**config.mk**
```make
export PLATFORM = sky130hd
export DESIGN_NAME = rotary_encoder_button_qualifier_flat
export DESIGN_NICKNAME = d
export VERILOG_FILES = /design/src/design/reb_pkg.sv /design/src/design/reb_if.sv /design/src/design/rotary_encoder_button_qualifier.sv /design/src/flat_wrapper.sv
export VERILOG_INCLUDE_DIRS = /design/src /design/src/design
export SDC_FILE = /design/constraint.sdc
export NUM_CORES = 1
export LEC_CHECK = 0
export BUFFER_PORTS_ARGS = -buffer_cell sky130_fd_sc_hd__clkbuf_2
export CORE_MARGIN = 2
export CORE_UTILIZATION = 58
export DETAILED_ROUTE_END_ITERATION = 10
export PLACE_DENSITY = 0.78
export SYNTH_ARGS = -nofsm -noshare
export SYNTH_HDL_FRONTEND = slang
export SYNTH_SLANG_ARGS = --single-unit
```
**constraint.sdc**
```tcl
create_clock -name clk -period 6.36 [get_ports clk]
set_input_delay 1.272 -clock clk [delete_from_list [all_inputs] [get_ports clk]]
set_output_delay 1.272 -clock clk [all_outputs]
set_load 0.03 [all_outputs]
```
**src/design/rotary_encoder_button_qualifier_macros.svh**
```systemverilog
// ----------------------------------------------------------------------------
// Rotary encoder button qualifier - assertion macros
// Shared concurrent assertion forms, all reset-qualified.
// ----------------------------------------------------------------------------
`ifndef ROTARY_ENCODER_BUTTON_QUALIFIER_MACROS_SVH
`define ROTARY_ENCODER_BUTTON_QUALIFIER_MACROS_SVH

// Condition must hold in the same cycle as the trigger
`define REB_ASSERT_SAME(label, clk, rst, trig, cond, msg) \
  label: assert property (@(posedge clk) disable iff (rst) (trig) |-> (cond)) \
    else $error(msg);

// Condition must hold in the cycle after the trigger
`define REB_ASSERT_NEXT(label, clk, rst, trig, cond, msg) \
  label: assert property (@(posedge clk) disable iff (rst) (trig) |=> (cond)) \
    else $error(msg);

`endif

```
**src/design/reb_pkg.sv**
```systemverilog
// ----------------------------------------------------------------------------
// reb_pkg
// Command codes, register indexes and fixed widths of the encoder qualifier.
// ----------------------------------------------------------------------------
package reb_pkg;

  // Field widths of the channels
  localparam int CMD_W       = 2;
  localparam int LIMIT_W     = 8;
  localparam int GUARD_W     = 8;
  localparam int LONG_W      = 16;
  localparam int CFG_INDEX_W = 3;
  localparam int CFG_DATA_W  = 16;

  // Register reset values
  localparam logic [LIMIT_W-1:0] MIN_LIMIT_RST     = 8'd0;
  localparam logic [LIMIT_W-1:0] MAX_LIMIT_RST     = 8'd2;
  localparam logic               WRAP_ENABLE_RST   = 1'b1;
  localparam logic [GUARD_W-1:0] LINE_GUARD_RST    = 8'd15;
  localparam logic [GUARD_W-1:0] TURN_GUARD_RST    = 8'd25;
  localparam logic [LONG_W-1:0]  LONG_PRESS_RST    = 16'd500;

  // Item commands
  typedef enum logic [CMD_W-1:0] {
    CMD_TICK   = 2'd0,
    CMD_EDGE_A = 2'd1,
    CMD_EDGE_B = 2'd2,
    CMD_UNUSED = 2'd3
  } cmd_t;

  // Configuration register indexes
  typedef enum logic [CFG_INDEX_W-1:0] {
    REG_MIN_LIMIT   = 3'd0,
    REG_MAX_LIMIT   = 3'd1,
    REG_WRAP_ENABLE = 3'd2,
    REG_LINE_GUARD  = 3'd3,
    REG_TURN_GUARD  = 3'd4,
    REG_LONG_PRESS  = 3'd5
  } cfg_reg_t;

endpackage

```
**src/design/reb_if.sv**
```systemverilog
// ----------------------------------------------------------------------------
// reb_if
// Valid/ready channels of the encoder qualifier: items, results, config.
// ----------------------------------------------------------------------------

// Input item channel
interface reb_in_if;
  logic                    valid;
  logic                    ready;
  logic [reb_pkg::CMD_W-1:0] cmd;
  logic                    a_level;
  logic                    b_level;
  logic                    button_level;

  modport source (output valid, cmd, a_level, b_level, button_level, input ready);
  modport sink   (input valid, cmd, a_level, b_level, button_level, output ready);
endinterface

// Result channel
interface reb_out_if #(parameter int POSITION_WIDTH = 8);
  logic                      valid;
  logic                      ready;
  logic [POSITION_WIDTH-1:0] position;
  logic                      moved;
  logic                      short_press;
  logic                      long_press;
  logic                      button_down;

  modport source (output valid, position, moved, short_press, long_press, button_down,
                  input ready);
  modport sink   (input valid, position, moved, short_press, long_press, button_down,
                  output ready);
endinterface

// Register write channel
interface reb_cfg_if;
  logic                          valid;
  logic                          ready;
  logic [reb_pkg::CFG_INDEX_W-1:0] index;
  logic [reb_pkg::CFG_DATA_W-1:0]  data;

  modport source (output valid, index, data, input ready);
  modport sink   (input valid, index, data, output ready);
endinterface

```
**src/design/rotary_encoder_button_qualifier.sv**
```systemverilog
// ----------------------------------------------------------------------------
// rotary_encoder_button_qualifier
// Qualifies encoder edges into a limited position and classifies button
// presses as short or long on millisecond ticks.
// ----------------------------------------------------------------------------
//   channel  | dir | payload                                              | accept
//   items    | in  | cmd, a_level, b_level, button_level                  | valid & ready
//   results  | out | position, moved, short_press, long_press, button_down| valid & ready
//   cfg      | in  | index, data                                          | valid & ready
//
// One result per item, registered in the cycle after the item is accepted.
// An item can be accepted every cycle unless a waiting result stalls it; state updates at the accepting edge.
// items.ready drops only while a result waits and results.ready is low.
// cfg is always ready. Synchronous active-high reset clears the block state and the
// result valid, and loads the register defaults.
// ----------------------------------------------------------------------------
`include "rotary_encoder_button_qualifier_macros.svh"

module rotary_encoder_button_qualifier #(
  parameter int TIME_WIDTH     = 32,
  parameter int POSITION_WIDTH = 8
) (
  input  logic      clk,
  input  logic      rst,
  reb_in_if.sink    items,
  reb_out_if.source results,
  reb_cfg_if.sink   cfg
);

  // Signed width that holds position +/- 1 and both limits
  localparam int SW = ((POSITION_WIDTH > reb_pkg::LIMIT_W) ?
                       POSITION_WIDTH : reb_pkg::LIMIT_W) + 2;

  // Configuration registers
  logic [reb_pkg::LIMIT_W-1:0] min_limit;
  logic [reb_pkg::LIMIT_W-1:0] max_limit;
  logic                        wrap_enable;
  logic [reb_pkg::GUARD_W-1:0] line_guard_ms;
  logic [reb_pkg::GUARD_W-1:0] turn_guard_ms;
  logic [reb_pkg::LONG_W-1:0]  long_press_ms;

  // Block state
  logic [TIME_WIDTH-1:0]     time_now, time_now_next;
  logic [TIME_WIDTH-1:0]     last_a_edge, last_a_edge_next;
  logic [TIME_WIDTH-1:0]     last_b_edge, last_b_edge_next;
  logic [TIME_WIDTH-1:0]     last_turn, last_turn_next;
  logic [TIME_WIDTH-1:0]     press_start, press_start_next;
  logic                      press_tracked, press_tracked_next;
  logic                      long_reported, long_reported_next;
  logic [POSITION_WIDTH-1:0] count_value, count_value_next;

  // Result register
  logic                      out_valid;
  logic [POSITION_WIDTH-1:0] out_position;
  logic                      out_moved, moved_next;
  logic                      out_short, short_next;
  logic                      out_long, long_next;
  logic                      out_down;

  logic              accept;
  reb_pkg::cmd_t     cmd;
  logic [TIME_WIDTH-1:0] time_inc;
  logic [TIME_WIDTH-1:0] line_time;
  logic [TIME_WIDTH-1:0] press_elapsed;
  logic              line_ok, turn_ok, count_ok;
  logic              press_over;

  logic signed [SW-1:0] pos_step, pos_lo, pos_hi, pos_low_fix, pos_final;

  // Handshakes
  assign accept      = items.valid && items.ready;
  assign items.ready = !out_valid || results.ready;
  assign cfg.ready   = 1'b1;
  assign cmd         = reb_pkg::cmd_t'(items.cmd);

  // Guard and hold-time compares
  assign time_inc      = time_now + TIME_WIDTH'(1);
  assign line_time     = (cmd == reb_pkg::CMD_EDGE_A) ? last_a_edge : last_b_edge;
  assign line_ok       = (time_now - line_time) > TIME_WIDTH'(line_guard_ms);
  assign turn_ok       = (time_now - last_turn) > TIME_WIDTH'(turn_guard_ms);
  assign count_ok      = line_ok && !items.a_level && !items.b_level && turn_ok;
  assign press_elapsed = time_inc - press_start;
  assign press_over    = press_elapsed > TIME_WIDTH'(long_press_ms);

  // Position step and limiting: low check first, then high check
  always_comb begin
    pos_lo = $signed({{(SW-reb_pkg::LIMIT_W){1'b0}}, min_limit});
    pos_hi = $signed({{(SW-reb_pkg::LIMIT_W){1'b0}}, max_limit});
    if (cmd == reb_pkg::CMD_EDGE_A) begin
      pos_step = $signed({{(SW-POSITION_WIDTH){1'b0}}, count_value}) + SW'(1);
    end else begin
      pos_step = $signed({{(SW-POSITION_WIDTH){1'b0}}, count_value}) - SW'(1);
    end
    pos_low_fix = (pos_step < pos_lo) ? (wrap_enable ? pos_hi : pos_lo) : pos_step;
    pos_final   = (pos_low_fix > pos_hi) ? (wrap_enable ? pos_lo : pos_hi) : pos_low_fix;
  end

  // Next state for one item
  always_comb begin
    time_now_next      = time_now;
    last_a_edge_next   = last_a_edge;
    last_b_edge_next   = last_b_edge;
    last_turn_next     = last_turn;
    press_start_next   = press_start;
    press_tracked_next = press_tracked;
    long_reported_next = long_reported;
    count_value_next   = count_value;
    moved_next         = 1'b0;
    short_next         = 1'b0;
    long_next          = 1'b0;
    case (cmd)
      reb_pkg::CMD_TICK: begin
        time_now_next = time_inc;
        if (!items.button_level) begin
          if (!press_tracked) begin
            press_start_next   = time_inc;
            press_tracked_next = 1'b1;
          end else if (press_over && !long_reported) begin
            long_reported_next = 1'b1;
            long_next          = 1'b1;
          end
        end else if (press_tracked) begin
          press_tracked_next = 1'b0;
          long_reported_next = 1'b0;
          short_next         = !press_over;
        end
      end
      reb_pkg::CMD_EDGE_A, reb_pkg::CMD_EDGE_B: begin
        if (line_ok) begin
          if (cmd == reb_pkg::CMD_EDGE_A) begin
            last_a_edge_next = time_now;
          end else begin
            last_b_edge_next = time_now;
          end
          if (count_ok) begin
            count_value_next = pos_final[POSITION_WIDTH-1:0];
            last_turn_next   = time_now;
            moved_next       = 1'b1;
          end
        end
      end
      default: begin
      end
    endcase
  end

  // Configuration writes
  always_ff @(posedge clk) begin
    if (rst) begin
      min_limit     <= reb_pkg::MIN_LIMIT_RST;
      max_limit     <= reb_pkg::MAX_LIMIT_RST;
      wrap_enable   <= reb_pkg::WRAP_ENABLE_RST;
      line_guard_ms <= reb_pkg::LINE_GUARD_RST;
      turn_guard_ms <= reb_pkg::TURN_GUARD_RST;
      long_press_ms <= reb_pkg::LONG_PRESS_RST;
    end else if (cfg.valid && cfg.ready) begin
      case (reb_pkg::cfg_reg_t'(cfg.index))
        reb_pkg::REG_MIN_LIMIT:   min_limit     <= cfg.data[reb_pkg::LIMIT_W-1:0];
        reb_pkg::REG_MAX_LIMIT:   max_limit     <= cfg.data[reb_pkg::LIMIT_W-1:0];
        reb_pkg::REG_WRAP_ENABLE: wrap_enable   <= cfg.data[0];
        reb_pkg::REG_LINE_GUARD:  line_guard_ms <= cfg.data[reb_pkg::GUARD_W-1:0];
        reb_pkg::REG_TURN_GUARD:  turn_guard_ms <= cfg.data[reb_pkg::GUARD_W-1:0];
        reb_pkg::REG_LONG_PRESS:  long_press_ms <= cfg.data[reb_pkg::LONG_W-1:0];
        default: begin
        end
      endcase
    end
  end

  // State update on accept
  always_ff @(posedge clk) begin
    if (rst) begin
      time_now      <= '0;
      last_a_edge   <= '0;
      last_b_edge   <= '0;
      last_turn     <= '0;
      press_start   <= '0;
      press_tracked <= 1'b0;
      long_reported <= 1'b0;
      count_value   <= '0;
    end else if (accept) begin
      time_now      <= time_now_next;
      last_a_edge   <= last_a_edge_next;
      last_b_edge   <= last_b_edge_next;
      last_turn     <= last_turn_next;
      press_start   <= press_start_next;
      press_tracked <= press_tracked_next;
      long_reported <= long_reported_next;
      count_value   <= count_value_next;
    end
  end

  // Result register
  always_ff @(posedge clk) begin
    if (rst) begin
      out_valid <= 1'b0;
    end else if (accept) begin
      out_valid <= 1'b1;
    end else if (results.ready) begin
      out_valid <= 1'b0;
    end
  end

  always_ff @(posedge clk) begin
    if (accept) begin
      out_position <= count_value_next;
      out_moved    <= moved_next;
      out_short    <= short_next;
      out_long     <= long_next;
      out_down     <= press_tracked_next;
    end
  end

  assign results.valid       = out_valid;
  assign results.position    = out_position;
  assign results.moved       = out_moved;
  assign results.short_press = out_short;
  assign results.long_press  = out_long;
  assign results.button_down = out_down;

  // Checks
  `REB_ASSERT_NEXT(a_result_follows, clk, rst, accept, out_valid, "accepted item gave no result")
  `REB_ASSERT_NEXT(a_edge_no_button, clk, rst,
                   accept && cmd != reb_pkg::CMD_TICK, !out_short && !out_long,
                   "button event on an edge item")
  `REB_ASSERT_NEXT(a_tick_no_move, clk, rst,
                   accept && cmd == reb_pkg::CMD_TICK, !out_moved,
                   "tick counted a turn")
  `REB_ASSERT_SAME(a_long_needs_press, clk, rst, long_reported, press_tracked,
                   "long press flagged with no press tracked")

endmodule
```
**src/flat_wrapper.sv**
```systemverilog
// flat-port wrapper written by rule: the top's interface ports become plain ports
module rotary_encoder_button_qualifier_flat 
#(
  parameter int TIME_WIDTH     = 32,
  parameter int POSITION_WIDTH = 8
)
  (clk, rst, items_valid, items_cmd, items_a_level, items_b_level, items_button_level, items_ready, results_valid, results_position, results_moved, results_short_press, results_long_press, results_button_down, results_ready, cfg_valid, cfg_index, cfg_data, cfg_ready);
  reb_in_if items_i ();
  reb_out_if #(.POSITION_WIDTH(POSITION_WIDTH)) results_i ();
  reb_cfg_if cfg_i ();
  input  logic clk;
  input  logic rst;
  input wire logic [$bits(items_i.valid)-1:0] items_valid;
  input wire logic [$bits(items_i.cmd)-1:0] items_cmd;
  input wire logic [$bits(items_i.a_level)-1:0] items_a_level;
  input wire logic [$bits(items_i.b_level)-1:0] items_b_level;
  input wire logic [$bits(items_i.button_level)-1:0] items_button_level;
  output wire logic [$bits(items_i.ready)-1:0] items_ready;
  output wire logic [$bits(results_i.valid)-1:0] results_valid;
  output wire logic [$bits(results_i.position)-1:0] results_position;
  output wire logic [$bits(results_i.moved)-1:0] results_moved;
  output wire logic [$bits(results_i.short_press)-1:0] results_short_press;
  output wire logic [$bits(results_i.long_press)-1:0] results_long_press;
  output wire logic [$bits(results_i.button_down)-1:0] results_button_down;
  input wire logic [$bits(results_i.ready)-1:0] results_ready;
  input wire logic [$bits(cfg_i.valid)-1:0] cfg_valid;
  input wire logic [$bits(cfg_i.index)-1:0] cfg_index;
  input wire logic [$bits(cfg_i.data)-1:0] cfg_data;
  output wire logic [$bits(cfg_i.ready)-1:0] cfg_ready;
  assign items_i.valid = items_valid;
  assign items_i.cmd = items_cmd;
  assign items_i.a_level = items_a_level;
  assign items_i.b_level = items_b_level;
  assign items_i.button_level = items_button_level;
  assign items_ready = items_i.ready;
  assign results_valid = results_i.valid;
  assign results_position = results_i.position;
  assign results_moved = results_i.moved;
  assign results_short_press = results_i.short_press;
  assign results_long_press = results_i.long_press;
  assign results_button_down = results_i.button_down;
  assign results_i.ready = results_ready;
  assign cfg_i.valid = cfg_valid;
  assign cfg_i.index = cfg_index;
  assign cfg_i.data = cfg_data;
  assign cfg_ready = cfg_i.ready;
  rotary_encoder_button_qualifier #(.TIME_WIDTH(TIME_WIDTH), .POSITION_WIDTH(POSITION_WIDTH)) u_core (.clk(clk), .rst(rst), .items(items_i), .results(results_i), .cfg(cfg_i));
endmodule
```
==> results of run 1 <==
-- state kept, by name, summed over array words and instances, names as in the netlist, 16 cells and up --
name,flops
u_core.last_a_edge,32
u_core.last_turn,32
u_core.long_press_ms,16
u_core.press_start,32
u_core.last_b_edge,32
u_core.time_now,32
-- path summary, 6_finish.rpt --
path | startpoint | endpoint | slack [ns] | cells after the start
hold / removal | u_core.long_press_ms[15] | u_core.long_press_ms[15] | 0.46 | 2
setup reg to reg | u_core.time_now[1] | u_core.results.short_press | 0.42 | 25
setup / recovery | u_core.time_now[1] | u_core.results.short_press | 0.42 | 25
hold reg to reg | u_core.long_press_ms[15] | u_core.long_press_ms[15] | 0.46 | 2
-- stage by stage --
| step | cells | hold slack, ns | setup slack [ns] | power [mW] |
|---|---|---|---|---|
| 6_report | 2654 | 0.456 | 0.419 | 3.46 |
| 3_5_place_dp | 2604 | 0.448 | 0.000325 | 1.96 |
| 5_1_grt | 2654 | 0.478 | 0.0261 | 3.57 |
| 2_1_floorplan | 2238 | 0.436 | 0.0181 | 1.84 |
| 4_1_cts | 2653 | 0.456 | 0.509 | 3.47 |
| 3_3_place_gp | 2604 | 0.444 | 0.102 | 1.95 |
-- synth_stat cells, types with 17 or more instances --
master,n,area (um^2)
dfxtp_1,220,4400
nand2b_1,86,538
inv_1,154,578
buf_2,21,105
ha_1,148,1850
mux2i_1,147,1470
mux2_2,18,203
and3_1,21,131
or3_1,21,131
nand4_1,42,263
o21a_1,38,285
nand3b_1,18,135
clkbuf_1,99,372
xnor2_1,53,464
o21ai_0,76,380
nand3_1,38,190
nor2b_1,19,119
a21o_1,38,285
a211oi_1,43,323
xor2_1,46,403
nor3_1,38,190
o211ai_1,17,128
a21oi_1,162,811
nor2_1,212,796
nand2_1,228,856
-- routing by layer --
| layer | vias up | routed length (um) | track usage (%) |
|---|---|---|---|
| li1 | 7906 | - | - |
| met1 | 7715 | 21100 | 39.4 |
| met2 | 487 | 22000 | 50.5 |
| met3 | 91 | 2600 | 2.83 |
| met4 | 0 | 1330 | 8.77 |
| met5 | - | 0 | 0 |
-- final cells by class --
type                            count  area [um^2]
Sequential cell                   232         4760
Timing Repair Buffer              110          777
Tap cell                          390          488
Fill cell                        2606        10600
Multi-Input combinational cell   1719        11800
Clock inverter                     13          116
Inverter                          154          578
Clock buffer                       36          751
-- critical path, cell delays in order (launching register included) --
cell,delay [ns]
dfxtp_1,0.38
ha_1,0.23
nand3_1,0.21
nor2_1,0.26
nand3_1,0.23
nor2_1,0.21
nand2_1,0.09
xnor2_1,0.28
ha_1,0.36
and3_1,0.23
and3_1,0.20
o311ai_0,0.17
o211ai_1,0.25
buf_4,0.22
nor2_1,0.14
ha_1,0.26
a21o_1,0.16
a21o_1,0.18
a21oi_1,0.18
o21ai_0,0.12
o22ai_1,0.34
and3_1,0.23
o221ai_1,0.14
a211o_1,0.30
nor4_2,0.21
and4_1,0.23
-- where the power goes --
| group | switching [mW] | internal, mW | leakage, nW |
|---|---|---|---|
| logic | 0.256 | 0.185 | 5.96 |
| clock network | 0.647 | 0.874 | 0.418 |
| registers | 0.0106 | 1.48 | 1.90 |
| total | 0.913 | 2.54 | 8.27 |
-- cells by family after synthesis --
group / after synthesis
adder cells (fa/ha/maj): 151
buffers and inverters: 287
other: 1
AND/OR/NAND/NOR: 790
multiplexers: 166
AO/OA/AOI/OAI: 512
flip-flops: 232
XOR/XNOR: 99
-- timing repair --
action                                  CTS  global route
buffers inserted                          0             1
resized for setup                         0             0
endpoints found under the setup margin    0             1
==> flow_metrics.env, run 1 <==
export IMPL_tightest_slew_ns=1.02
export IMPL_final_nets=2424
export IMPL_root_buffer="clkbuf_16"
export IMPL_portBuffers=42
export IMPL_area_growth_pct=8.82
export IMPL_syn_area_per_cell_um2=7.90
export IMPL_max_freq_ghz=0.168
export IMPL_die_x_um=179
export IMPL_max_vdd_ir_drop_mv=0.252
export IMPL_p_leak_nw=8.27
export IMPL_ys_ff_latch=232
export IMPL_most_common_layout_cells="nand2_1 (228), dfxtp_1 (220), nor2_1 (212), a21oi_1 (162), inv_1 (154)"
export IMPL_p_per_area_nw_per_um2=180
export IMPL_die_area_um2=31900
export IMPL_synth_simple_area_share_pct=22.0
export IMPL_n_antenna_cell=0
export IMPL_htreeDepth=1
export IMPL_first_pass_iters=5
export IMPL_grt_max_degree=109
export IMPL_coreArea_um2=29800
export IMPL_worstPathMaxFanout=6
export IMPL_async_reset_ff_share_pct=0
export IMPL_hold_class="flip-flop to flip-flop"
export IMPL_placed_cell_area_um2=18400
export IMPL_synth_seq_area_share_pct=27.0
export IMPL_route_antenna_remaining_nets=0
export IMPL_crit_type="flip-flop to flip-flop"
export IMPL_synth_xor_xnor_area_share_pct=4.91
export IMPL_grt_use_total_pct=29.5
export IMPL_synthDistinctLibCells=89
export IMPL_finalHoldViolations=0
export IMPL_grt_pass1_wl_mm=77.0
export IMPL_routed_wirelength_mm=47.0
export IMPL_drt_iter0_drc=1454
export IMPL_fin_util_pct=64.5
export IMPL_start_kind="flip-flop"
export IMPL_synth_top_family_by_area="simple AND/OR/NAND/NOR gates"
export IMPL_overflow=0
export IMPL_io_pins=44
export IMPL_cts_tree="done"
export IMPL_period_share_pct=93.4
export IMPL_drv_slew=0
export IMPL_worst_setup_path_end_kind="flip-flop"
export IMPL_antenna_found_initial=0
export IMPL_rsz0062_at_grt="no"
export IMPL_slew_headroom_pct=31.9
export IMPL_die_h_um=179
export IMPL_tns_ns=0
export IMPL_cts_max_path_buffers=3
export IMPL_ys_warnings_count=0
export IMPL_grt_pass1_vias=15600
export IMPL_vias=16200
export IMPL_final_common_cell="nand2_1"
export IMPL_synth_edff_count=12
export IMPL_wl_per_cell_um=17.7
export IMPL_layout_min_cycle_time_ns=5.94
export IMPL_cts_made_buffers=27
export IMPL_drc_errors=0
export IMPL_hpwl_mm=35.9
export IMPL_synthCells=2238
export IMPL_vias_per_cell=6.10
export IMPL_drv_cap=0
export IMPL_drive_above_1_share_pct=8.92
export IMPL_finalInstanceArea_um2=19200
export IMPL_setup_viol=0
export IMPL_rows=63
export IMPL_synthAdderAreaFrac_pct=10.8
export IMPL_clk_pin_slew_worst_paths_ns=0.06
export IMPL_hold_buffers=0
export IMPL_synth_compound_area_share_pct=19.1
export IMPL_synth_area_um2=17700
export IMPL_synth_fp_nets=2418
export IMPL_clock_sinks=232
export IMPL_clock_skew_ns=0.0194
export IMPL_gp_congestion=1.01
export IMPL_start_util_pct=59.3
export IMPL_clkLatencyLatePin_ns=0.55
export IMPL_required_ns=6.78
export IMPL_synthFlopType="dfxtp_1"
export IMPL_synth_mux_area_share_pct=9.56
export IMPL_critPathArrivalTime_ns=6.36
export IMPL_status="finished clean"
No activity file was read; power rests on OpenSTA's default activity.
==> run 2, diff against run 1 <==
--- a/config.mk
+++ b/config.mk
@@ -7,7 +7,7 @@
 export NUM_CORES = 1
 export LEC_CHECK = 0
 export BUFFER_PORTS_ARGS = -buffer_cell sky130_fd_sc_hd__clkbuf_2
-export CORE_MARGIN = 2
+export CORE_MARGIN = 5
 export CORE_UTILIZATION = 58
 export DETAILED_ROUTE_END_ITERATION = 10
 export PLACE_DENSITY = 0.78
==> flow_metrics.env, run 2 (synthesized netlist as in run 1, its figures left out) <==
export IMPL_root_buffer="clkbuf_16"
export IMPL_io_pins=44
export IMPL_p_leak_nw=8.29
export IMPL_cts_max_path_buffers=3
export IMPL_r2r_cells=23
export IMPL_fillers=2658
export IMPL_r2r_slack_ns=0.37
export IMPL_worstPathMaxFanout=10
export IMPL_clock_sinks=232
export IMPL_drt_iter0_drc=1173
export IMPL_area_growth_pct=9.06
export IMPL_p_per_area_nw_per_um2=188
export IMPL_die_area_um2=34100
export IMPL_switching_power_uw=927
export IMPL_cts_tree="done"
export IMPL_vias=16200
export IMPL_fin_util_pct=63.5
export IMPL_clkLatencyLatePin_ns=0.57
export IMPL_holdWs_ns=0.458
export IMPL_tightest_slew_ns=1.27
export IMPL_antenna_found_initial=0
export IMPL_die_h_um=185
export IMPL_hold_depth=2
export IMPL_drc_errors=0
export IMPL_first_pass_iters=5
export IMPL_tns_ns=0
export IMPL_rows=64
export IMPL_clock_skew_ns=0.0319
export IMPL_grt_max_degree=138
export IMPL_n_antenna_cell=0
export IMPL_cp_num_cells=23
export IMPL_layout_min_cycle_time_ns=5.99
export IMPL_cts_made_buffers=27
export IMPL_clk_pin_slew_worst_paths_ns=0.06
export IMPL_cpPeakStageDelay_ns=0.55
export IMPL_final_nets=2412
export IMPL_p_sw_share_pct=25.5
export IMPL_intPower_mw=2.70
export IMPL_portBuffers=42
export IMPL_worst_slack_ns=0.373
export IMPL_grt_pass1_wl_mm=77.3
export IMPL_cp_slowest_cell="dfxtp_1"
export IMPL_grt_pass1_vias=15400
export IMPL_start_util_pct=58.2
export IMPL_coreArea_um2=30300
export IMPL_drive_above_1_share_pct=8.84
export IMPL_clockPowerShare_pct=46.7
export IMPL_final_common_cell="nand2_1"
export IMPL_finalHoldViolations=0
export IMPL_critPathArrivalTime_ns=6.42
export IMPL_power_mw=3.63
export IMPL_overflow=0
export IMPL_routed_wirelength_mm=47.6
export IMPL_dp_slack_ns=-0.0442
export IMPL_drv_cap=0
export IMPL_slew_headroom_pct=14.8
export IMPL_cp_cell_sequence="nand2_1 -> nor4_2 -> nand2_1 -> nor2_1 -> nand3_1 -> xnor2_1 -> ha_1 -> and3_1 -> and3_1 -> o311ai_0 -> o211ai_1 -> o21a_1 -> nor2_1 -> xnor2_1 -> ha_1 -> nand4_1 -> or2_2 -> o22ai_1 -> and3_1 -> o221ai_1 -> a211o_1 -> nor4_2 -> and4_1"
export IMPL_die_x_um=185
export IMPL_fin_cells=2648
export IMPL_worst_setup_path_end_kind="flip-flop"
export IMPL_vias_per_cell=6.10
export IMPL_most_common_layout_cells="nand2_1 (228), dfxtp_1 (219), nor2_1 (211), a21oi_1 (162), inv_1 (154)"
export IMPL_critPathTopFamily="simple AND/OR/NAND/NOR gates"
export IMPL_dp_cells=2598
export IMPL_finalInstanceArea_um2=19300
export IMPL_gp_congestion=0.985
export IMPL_htreeDepth=1
export IMPL_p_comb_share_pct=12.1
export IMPL_placed_cell_area_um2=18300
export IMPL_rsz0062_at_grt="no"
export IMPL_seq_power_share_pct=41.2
export IMPL_hold_buffers=0
export IMPL_hpwl_mm=36.2
export IMPL_wl_per_cell_um=18.0
export IMPL_route_antenna_remaining_nets=0
export IMPL_status="finished clean"
export IMPL_critPathBufInv=0
export IMPL_period_share_pct=94.1
export IMPL_hold_class="flip-flop to flip-flop"
export IMPL_drv_slew=0
export IMPL_cpMostUsedCell="and3_1"
export IMPL_max_freq_ghz=0.167
export IMPL_start_kind="flip-flop"
export IMPL_required_ns=6.79
export IMPL_max_vdd_ir_drop_mv=0.188
export IMPL_setup_viol=0
export IMPL_grt_use_total_pct=27.3
export IMPL_crit_type="flip-flop to flip-flop"
-- run 2: cell count changes in the layout (fill, tap and decap cells not counted), moves of 2 or more --
cell,before,now
buf_4,64,53
clkinv_4,4,0
clkbuf_1,6,1
bufinv_16,1,4
clkbuf_8,2,8
inv_4,0,2
-- run 2: worst reg2reg max path: stages, from the launching register on --
cell and delay [ns]:
dfxtp_1 0.55, nand2_1 0.17, nor4_2 0.43, nand2_1 0.19, nor2_1 0.27, nand3_1 0.13
xnor2_1 0.20, ha_1 0.33, and3_1 0.25, and3_1 0.21, o311ai_0 0.18, o211ai_1 0.29
o21a_1 0.24, nor2_1 0.11, xnor2_1 0.08, ha_1 0.30, nand4_1 0.14, or2_2 0.33
o22ai_1 0.29, and3_1 0.26, o221ai_1 0.18, a211o_1 0.32, nor4_2 0.19, and4_1 0.23
-- run 2: area by class of cell --
cell class | instances | area, um^2 | share of cell area [%]
clock buffer | 36 | 790 | 4.10
clock inverter | 13 | 191 | 0.993
inverter | 154 | 578 | 3.00
sequential | 232 | 4770 | 24.7
tap | 396 | 495 | 2.57
multi-input combinational | 1719 | 11800 | 61.1
timing repair buffer | 98 | 674 | 3.50
-- run 2: timing repair --
| item | 4_1_cts | 5_1_grt |
|---|---|---|
| endpoints found under the setup margin | 0 | 2 |
| buffers inserted | 0 | 1 |
| gates resized for setup | 0 | 5 |
-- run 2: per-layer routing --
layer / share of wire (%) / GRT usage, % / vias up
li1: - / - / 7878
met1: 44 / 36.3 / 7716
met2: 47 / 46.2 / 458
met3: 5.7 / 3.57 / 108
met4: 3.4 / 8.78 / 0
met5: 0 / 0 / -
-- run 2: final timing paths --
| check | start | endpoint |
|---|---|---|
| min | u_core.long_press_ms[14] | u_core.long_press_ms[14] |
| min reg2reg | u_core.long_press_ms[14] | u_core.long_press_ms[14] |
| max reg2reg | u_core.time_now[4] | u_core.results.short_press |
| max | u_core.time_now[4] | u_core.results.short_press |
-- run 2: power by group through the flow --
stage,sequential [mW],clock (mW),combinational (mW)
2_1_floorplan,1.53,0,0.305
3_3_place_gp,1.53,0,0.416
3_5_place_dp,1.53,0,0.426
4_1_cts,1.49,1.72,0.432
5_1_grt,1.50,1.79,0.479
6_report,1.50,1.70,0.438
